## src/rtl/shs_pkg.sv

```systemverilog
`timescale 1ns / 1ps
// Package for the stepper half-step sequencer: state type, item kinds,
// register indexes, reset values and divider constants. No dependencies.
package shs_pkg;

   // Sequencer states
   typedef enum logic [1:0] {
      ST_IDLE,
      ST_DIV,
      ST_DONE
   } state_type;

   // Item kinds
   localparam logic KIND_MOVE = 1'b0;
   localparam logic KIND_TICK = 1'b1;

   // Register indexes
   localparam int unsigned CSR_IDX_BITS = 2;
   localparam logic [CSR_IDX_BITS-1:0] CSR_STEPS_PER_REV = 2'd0;
   localparam logic [CSR_IDX_BITS-1:0] CSR_SPEED_RPM     = 2'd1;
   localparam logic [CSR_IDX_BITS-1:0] CSR_PHASE_TABLE   = 2'd2;

   // Register reset values and limits
   localparam logic [15:0] RST_STEPS_PER_REV = 16'd4096;
   localparam logic [15:0] RST_SPEED_RPM     = 16'd12;
   localparam logic [31:0] RST_PHASE_TABLE   = 32'h98C4_6231;
   localparam logic [15:0] MIN_STEPS_PER_REV = 16'd4;

   // Eight-phase half-step cycle, four coils
   localparam int unsigned PHASE_BITS = 3;
   localparam int unsigned COIL_BITS  = 4;

   // Delay arithmetic: milliseconds in a minute, 16-bit serial division
   localparam int unsigned DIV_BITS   = 16;
   localparam int unsigned DIV_CNT_W  = 4;
   localparam logic [DIV_BITS-1:0] MS_PER_MINUTE = 16'd60000;
   localparam int unsigned DELAY_BITS = 14;

endpackage

```

## src/rtl/stepper_half_step_sequencer.sv

```systemverilog
`timescale 1ns / 1ps
// Stepper half-step sequencer. Tick items and moves that arrive while busy give
// their result in the cycle after acceptance (1 item a cycle while no move is
// being calculated and the output is not stalled). A move that starts runs the
// step-delay calculation through one shared restoring divide step, two
// quotients in turn; the result is loaded from the done state once the output
// is free. Synchronous active-high reset restores the register defaults,
// phase 0, forward, no steps, delay 1 and all coils off. Depends on shs_pkg.
module stepper_half_step_sequencer (
   input  logic                                  clock,
   input  logic                                  reset,
   // configuration writes
   input  logic                                  csr_valid,
   output logic                                  csr_ready,
   input  logic [shs_pkg::CSR_IDX_BITS-1:0]      csr_index,
   input  logic [31:0]                           csr_data,
   // command and tick items
   input  logic                                  req_valid,
   output logic                                  req_ready,
   input  logic                                  req_kind,
   input  logic signed [15:0]                    req_step_count,
   // result items
   output logic                                  rsp_valid,
   input  logic                                  rsp_ready,
   output logic [shs_pkg::COIL_BITS-1:0]         rsp_coils,
   output logic                                  rsp_coils_updated,
   output logic                                  rsp_busy_res,
   output logic [shs_pkg::PHASE_BITS-1:0]        rsp_phase_now
);

   // Configuration registers
   logic [15:0] spr_ff;
   logic [15:0] rpm_ff;
   logic [31:0] table_ff;

   // Motion state
   logic [shs_pkg::PHASE_BITS-1:0] phase_ff, phase_in;
   logic                           backward_ff, backward_in;
   logic [15:0]                    steps_ff, steps_in;
   logic [shs_pkg::DELAY_BITS-1:0] wait_ff, wait_in;
   logic [shs_pkg::DELAY_BITS-1:0] delay_ff, delay_in;
   logic [shs_pkg::COIL_BITS-1:0]  coil_ff, coil_in;

   // Sequencer and divider
   shs_pkg::state_type              state_ff, state_in;
   logic [15:0]                     cmd_ff, cmd_in;
   logic [shs_pkg::DIV_BITS-1:0]    quot_ff, quot_in;
   logic [shs_pkg::DIV_BITS-1:0]    rem_ff, rem_in;
   logic [shs_pkg::DIV_CNT_W-1:0]   cnt_ff, cnt_in;
   logic                            pass_ff, pass_in;

   // Output register
   logic                            rsp_valid_ff, rsp_valid_in;
   logic [shs_pkg::COIL_BITS-1:0]   rsp_coils_ff, rsp_coils_in;
   logic                            rsp_upd_ff, rsp_upd_in;
   logic                            rsp_busy_ff, rsp_busy_in;
   logic [shs_pkg::PHASE_BITS-1:0]  rsp_phase_ff, rsp_phase_in;

   // Configuration port: always ready, out-of-range values ignored
   assign csr_ready = 1'b1;

   always_ff @(posedge clock) begin
      if (reset) begin
         spr_ff   <= shs_pkg::RST_STEPS_PER_REV;
         rpm_ff   <= shs_pkg::RST_SPEED_RPM;
         table_ff <= shs_pkg::RST_PHASE_TABLE;
      end else if (csr_valid) begin
         unique case (csr_index)
            shs_pkg::CSR_STEPS_PER_REV: begin
               if (csr_data[15:0] >= shs_pkg::MIN_STEPS_PER_REV) spr_ff <= csr_data[15:0];
            end
            shs_pkg::CSR_SPEED_RPM: begin
               if (csr_data[15:0] != 16'd0) rpm_ff <= csr_data[15:0];
            end
            shs_pkg::CSR_PHASE_TABLE: begin
               table_ff <= csr_data;
            end
            default: begin
            end
         endcase
      end
   end

   // Shared divide step: one restoring iteration
   logic [shs_pkg::DIV_BITS-1:0] divisor;
   logic [shs_pkg::DIV_BITS:0]   div_shift;
   logic                         div_ge;
   logic [shs_pkg::DIV_BITS-1:0] div_rem;
   logic [shs_pkg::DIV_BITS-1:0] div_quot;

   always_comb begin
      divisor   = pass_ff ? rpm_ff : spr_ff;
      div_shift = {rem_ff, quot_ff[shs_pkg::DIV_BITS-1]};
      div_ge    = div_shift >= {1'b0, divisor};
      div_rem   = div_ge ? (shs_pkg::DIV_BITS)'(div_shift - {1'b0, divisor})
                         : div_shift[shs_pkg::DIV_BITS-1:0];
      div_quot  = {quot_ff[shs_pkg::DIV_BITS-2:0], div_ge};
   end

   // Move decode from the held command
   logic        cmd_back;
   logic [15:0] cmd_mag;
   logic [shs_pkg::DELAY_BITS-1:0] new_delay;

   always_comb begin
      cmd_back  = (cmd_ff == 16'd0) || cmd_ff[15];
      cmd_mag   = cmd_ff[15] ? 16'(16'd0 - cmd_ff) : cmd_ff;
      new_delay = (quot_ff == '0) ? shs_pkg::DELAY_BITS'(1)
                                  : quot_ff[shs_pkg::DELAY_BITS-1:0];
   end

   // Next state, stepping and result formation
   logic out_free;
   logic busy_now;
   logic do_step;
   logic load_out;
   logic step_back;
   logic [15:0] step_base;
   logic [shs_pkg::DELAY_BITS-1:0] step_reload;

   always_comb begin
      state_in     = state_ff;
      cmd_in       = cmd_ff;
      quot_in      = quot_ff;
      rem_in       = rem_ff;
      cnt_in       = cnt_ff;
      pass_in      = pass_ff;
      phase_in     = phase_ff;
      backward_in  = backward_ff;
      steps_in     = steps_ff;
      wait_in      = wait_ff;
      delay_in     = delay_ff;
      coil_in      = coil_ff;
      do_step      = 1'b0;
      load_out     = 1'b0;
      step_back    = backward_ff;
      step_base    = steps_ff;
      step_reload  = delay_ff;

      out_free  = !rsp_valid_ff || rsp_ready;
      busy_now  = (steps_ff != 16'd0) || (wait_ff != '0);
      req_ready = (state_ff == shs_pkg::ST_IDLE) && out_free;

      rsp_valid_in = rsp_valid_ff && !rsp_ready;

      unique case (state_ff)
         shs_pkg::ST_IDLE: begin
            if (req_valid && req_ready) begin
               if (req_kind == shs_pkg::KIND_TICK) begin
                  load_out = 1'b1;
                  if (wait_ff != '0) begin
                     wait_in = wait_ff - shs_pkg::DELAY_BITS'(1);
                     if (wait_in == '0 && steps_ff != 16'd0) do_step = 1'b1;
                  end
               end else if (busy_now) begin
                  // move while busy: ignored
                  load_out = 1'b1;
               end else begin
                  cmd_in   = req_step_count;
                  quot_in  = shs_pkg::MS_PER_MINUTE;
                  rem_in   = '0;
                  cnt_in   = '0;
                  pass_in  = 1'b0;
                  state_in = shs_pkg::ST_DIV;
               end
            end
         end
         shs_pkg::ST_DIV: begin
            quot_in = div_quot;
            rem_in  = div_rem;
            cnt_in  = cnt_ff + shs_pkg::DIV_CNT_W'(1);
            if (cnt_ff == '1) begin
               if (!pass_ff) begin
                  // second pass divides the first quotient by the speed
                  pass_in = 1'b1;
                  rem_in  = '0;
               end else begin
                  state_in = shs_pkg::ST_DONE;
               end
            end
         end
         shs_pkg::ST_DONE: begin
            if (out_free) begin
               backward_in = cmd_back;
               delay_in    = new_delay;
               steps_in    = cmd_mag;
               step_back   = cmd_back;
               step_base   = cmd_mag;
               step_reload = new_delay;
               do_step     = cmd_mag != 16'd0;
               load_out    = 1'b1;
               state_in    = shs_pkg::ST_IDLE;
            end
         end
         default: begin
            state_in = shs_pkg::ST_IDLE;
         end
      endcase

      // One step: latch the pattern, advance the phase, count down the steps, reload the wait
      if (do_step) begin
         coil_in  = table_ff[{phase_ff, 2'b00} +: shs_pkg::COIL_BITS];
         phase_in = step_back ? phase_ff - shs_pkg::PHASE_BITS'(1)
                              : phase_ff + shs_pkg::PHASE_BITS'(1);
         steps_in = step_base - 16'd1;
         wait_in  = step_reload;
      end

      rsp_coils_in = rsp_coils_ff;
      rsp_upd_in   = rsp_upd_ff;
      rsp_busy_in  = rsp_busy_ff;
      rsp_phase_in = rsp_phase_ff;
      if (load_out) begin
         rsp_valid_in = 1'b1;
         rsp_coils_in = coil_in;
         rsp_upd_in   = do_step;
         rsp_busy_in  = (steps_in != 16'd0) || (wait_in != '0);
         rsp_phase_in = phase_in;
      end
   end

   // Control and motion registers
   always_ff @(posedge clock) begin
      if (reset) begin
         state_ff     <= shs_pkg::ST_IDLE;
         phase_ff     <= '0;
         backward_ff  <= 1'b0;
         steps_ff     <= '0;
         wait_ff      <= '0;
         delay_ff     <= shs_pkg::DELAY_BITS'(1);
         coil_ff      <= '0;
         rsp_valid_ff <= 1'b0;
         cnt_ff       <= '0;
         pass_ff      <= 1'b0;
      end else begin
         state_ff     <= state_in;
         phase_ff     <= phase_in;
         backward_ff  <= backward_in;
         steps_ff     <= steps_in;
         wait_ff      <= wait_in;
         delay_ff     <= delay_in;
         coil_ff      <= coil_in;
         rsp_valid_ff <= rsp_valid_in;
         cnt_ff       <= cnt_in;
         pass_ff      <= pass_in;
      end
   end

   // Payload registers
   always_ff @(posedge clock) begin
      cmd_ff       <= cmd_in;
      quot_ff      <= quot_in;
      rem_ff       <= rem_in;
      rsp_coils_ff <= rsp_coils_in;
      rsp_upd_ff   <= rsp_upd_in;
      rsp_busy_ff  <= rsp_busy_in;
      rsp_phase_ff <= rsp_phase_in;
   end

   assign rsp_valid         = rsp_valid_ff;
   assign rsp_coils         = rsp_coils_ff;
   assign rsp_coils_updated = rsp_upd_ff;
   assign rsp_busy_res      = rsp_busy_ff;
   assign rsp_phase_now     = rsp_phase_ff;

endmodule
```

## config.mk

```make
export PLATFORM = sky130hd
export DESIGN_NAME = stepper_half_step_sequencer
export DESIGN_NICKNAME = d
export VERILOG_FILES = /design/src/rtl/shs_pkg.sv /design/src/rtl/stepper_half_step_sequencer.sv
export SDC_FILE = /design/constraint.sdc
export NUM_CORES = 1
export LEC_CHECK = 0
export ABC_AREA = 1
export BUFFER_PORTS_ARGS = -buffer_cell sky130_fd_sc_hd__buf_2
export CAP_MARGIN = 10
export CORE_UTILIZATION = 50
export CTS_BUF_LIST = sky130_fd_sc_hd__clkbuf_8 sky130_fd_sc_hd__clkbuf_16
export DETAILED_ROUTE_END_ITERATION = 16
export GPL_TIMING_DRIVEN = 1
export HOLD_SLACK_MARGIN = 0.08
export PLACE_DENSITY = 0.78
export SYNTH_ARGS = -nofsm -noshare
export SYNTH_HDL_FRONTEND = slang
export SYNTH_SLANG_ARGS = --single-unit
```

## constraint.sdc

```tcl
create_clock -name clock -period 3.5 [get_ports clock]
set_input_delay 0.525 -clock clock [delete_from_list [all_inputs] [get_ports clock]]
set_output_delay 0.525 -clock clock [all_outputs]
set_load 0.1 [all_outputs]
```

==> flow_summary.toml <==
[run_status]
outcome = "completed"

[die]
die_w_um = 142
dieArea_um2 = 20000
start_util = 0.515
dieHeight_um = 142
num_rows = 50
io_pins = 68
core_um2 = 18900

[timing]
slew_viol_final = 0
post-route-min-period_ns = 3.15
maxSlewHeadroom = 0.370
clock_skew_ns = 0.0165
setup_tns_ns = 0
max_freq_mhz = 317
rsz0062_at_grt = "no"
fin_ws_ns = 0.348
hold_viol = 0
worst_pin_slew_ns = 0.945
fin_crit_sh = 0.901
setup_viol = 0

[yosys]
synth_flop_cell = "dfxtp_1"
synthArstFlopShare = 0
syn_nets = 1388
synthDominantCellAreaShare = 0.255
synth.avg_cell_area_um2 = 7.44
yosysTopAreaCell = "dfxtp_1"
synth_edf_count = 57
synth.yosys.seq_area_share = 0.431
yosysUniqueCellTypes = 52
netlist_area_um2 = 9730
ys_warn_count = 0
syn_inst = 1308
yosys-top-cells-area = "dfxtp_1 26%, edfxtp_1 18%, nand2_1 11%"
ys_ff_latch = 181

[global_route]
grt_util_met2 = 0.396
grtUsageTotal = 0.232
grt_max_degree = 68
grt.met1_usage = 0.298
first_global_vias = 7929
antenna_found_initial = 1
grt_use_met3 = 0.0402
grt_pass1_wl_um = 37300
overflow = 0
grt.busiest_layer = "met2"

[finish]
num-fill-cells = 1709
post-route-util = 0.577
area_growth_pct = 12.1
antenna_cells = 0
seq_area_um2 = 4190
multi_input_area_um2 = 4780
drive_gt1_frac = 0.121
fin_cells = 1629
final_nets = 1436

[critical_path]
reg2regPathDepth = 22
r2r_start = "cmd_ff[0]"
worstPathRequired_ns = 3.69
worstPathCellList = "inv_1 -> ha_1 -> inv_1 -> nor2_1 -> nand3_1 -> nand2_1 -> nand2_1 -> nand2_1 -> nand2_1 -> nor2_1 -> nand2_1 -> nor2_1 -> nand2_1 -> nand2_2 -> nand2_8 -> buf_4 -> nand2_1 -> nand2_1 -> nor2_1 -> nand3_1 -> nor2_1 -> nand3_1"
crit_path_frequent_cell = "nand2_1"
cp_max_fo = 35
path_delay_family = "simple AND/OR/NAND/NOR gates"
crit_path_start_kind = "flop"
rrSetupSlack_ns = 0.35
crit_type = "flop to flop"
crit_arrival_ns = 3.34
worst-path-buf-inv = 3
cpPeakStageDelay_ns = 0.36
critPathSlowestCell = "edfxtp_1"
reg2reg_to = "rsp_busy_res"
endpoint_kind = "flop"

[power]
p_sw_frac = 0.419
seq_power_share = 0.352
p_comb_frac = 0.395
power.internal_mw = 4.69
p_leak_nw = 4.86
ir_drop_mv = 0.405
p_switching_mw = 3.38
clkPwrFrac = 0.252
finalPower_mw = 8.07
p_per_area_nw_per_um2 = 740

[detailed_routing]
post-route-drc-count = 0
drt_iter0_drc = 660
vias = 8606
vias_per_cell = 5.28
drt_wl_total_um = 22500
ant_nets = 0
dr.pass1.iters = 9
wire_per_inst_um = 13.8

[clocking]
root_buffer = "clkbuf_16"
clock_path_buffers = 2
clkTransAtPathRegs_ns = 0.08
clk_latency_ns = 0.44
htreeDepth = 4
cts_buffers = 17
clock_sinks = 181
cts_tree = "yes"

[worst_hold_path]
whs_endpoint = "cmd_ff[4]"
hold_depth = 1
hp-start = "req_step_count[4]"
min_path_type = "input port to flop"

[placed_design]
hpwlAfterDp_um = 15900
io_buffers = 66
gp_congestion = 0.917
place_ws_ns = 0.337
numPlacedInstances = 1597

[flow_run]
maxCapViolCount = 0
-- repair_timing --
action	in CTS	in global routing
setup endpoints to repair	0	1
buffers inserted	0	0
resized for setup	0	1
hold endpoints to repair	0	0
hold buffers	0	0
-- cell type report --
| type | count | share of cell area |
|---|---|---|
| clock buffer | 18 | 0.0413 |
| timing repair buffer | 81 | 0.0417 |
| multi-input combinational | 940 | 0.438 |
| clock inverter | 14 | 0.0180 |
| tap | 260 | 0.0298 |
| sequential | 181 | 0.384 |
| inverter | 135 | 0.0464 |
-- flip-flops by register name, summed over array words and instances (netlist names) --
signal and flops:
backward_ff 1, cmd_ff 16, cnt_ff 4, coil_ff 4, delay_ff 14, pass_ff 1
phase_ff 3, quot_ff 16, rem_ff 16, rpm_ff 16, rsp_busy_res 1, rsp_coils 4
rsp_coils_updated 1, rsp_phase_now 3, rsp_valid 1, spr_ff 16, state_ff 2, steps_ff 16
table_ff 32, wait_ff 14
-- through the flow --
| step | cell area [µm²] | hold WS, ns |
|---|---|---|
| after global placement | 10300 | 0.436 |
| after floorplan | 9740 | 0.425 |
| after global routing | 10900 | 0.249 |
| after detailed placement | 10300 | 0.445 |
| final | 10900 | 0.258 |
| after CTS | 10900 | 0.239 |
-- per-layer routing --
metal	vias to the layer above	wire length, µm
li1	4377	-
met1	3946	9860
met2	243	11000
met3	38	1110
met4	2	452
met5	-	8
-- power by group through the flow --
stage | Combinational, mW | Clock (mW) | Sequential, mW
2_1_floorplan | 1.97 | 0 | 3.16
3_3_place_gp | 3.10 | 0 | 2.88
3_5_place_dp | 3.14 | 0 | 2.88
4_1_cts | 3.17 | 2.08 | 2.84
5_1_grt | 3.53 | 2.16 | 2.88
6_report | 3.19 | 2.04 | 2.84
-- cell families (layout without fill, tap and decap cells) --
| group | after synthesis | after routing | share of synthesized area |
|---|---|---|---|
| simple gates | 649 | 649 | 0.288 |
| compound gates | 218 | 218 | 0.123 |
| buf+inv | 187 | 248 | 0.0793 |
| flops | 181 | 181 | 0.431 |
| xor+xnor | 34 | 34 | 0.0314 |
| fa+ha+maj | 24 | 24 | 0.0324 |
| mux | 14 | 14 | 0.0144 |
| other cells | 1 | 1 | 0.000385 |
-- cell usage in the layout (no fill, tap or decap), types with 6 or more instances in the layout --
cell and instances:
xor2_1 19, or2_2 7, dfxtp_1 124, nand4_1 16, o21ai_1 10, nor2_4 6, nor3_1 8, o21ai_2 6
nand2_1 273, a21oi_1 52, buf_4 14, nand3_1 69, o221ai_1 8, mux2i_1 14, inv_1 127, buf_2 66
o21ai_0 118, nor2_1 223, ha_1 22, nor2_2 6, nand2_2 10, xnor2_1 14, nor4_1 10, edfxtp_1 57
clkbuf_16 18
-- how the worst max path moves through the flow --
stage                    from      endpoint  slack [ns]  depth (start not counted)
floorplan             pass_ff    rem_ff[12]        0.35                         11
global route        cmd_ff[0]  rsp_busy_res        0.04                         22
finish              cmd_ff[0]  rsp_busy_res        0.35                         22
global placement    cmd_ff[0]  rsp_busy_res        0.44                         22
detailed placement  cmd_ff[0]  rsp_busy_res        0.34                         24
CTS                 cmd_ff[0]  rsp_busy_res        0.32                         24
-- cells in the mapped netlist, types with 7 or more instances --
cell,instances
nand4_1,16
o221ai_1,8
nor2_1,223
nand2_1,273
edfxtp_1,57
buf_6,7
ha_1,22
dfxtp_1,124
xnor2_1,14
o21ai_1,10
nor4_1,10
xor2_1,19
a21oi_1,52
mux2i_1,14
clkbuf_1,35
nand2_2,10
o21ai_0,118
nor3_1,9
inv_1,127
nand3_1,69
or2_2,7
Note: power is estimated with default switching activity, not from simulation.
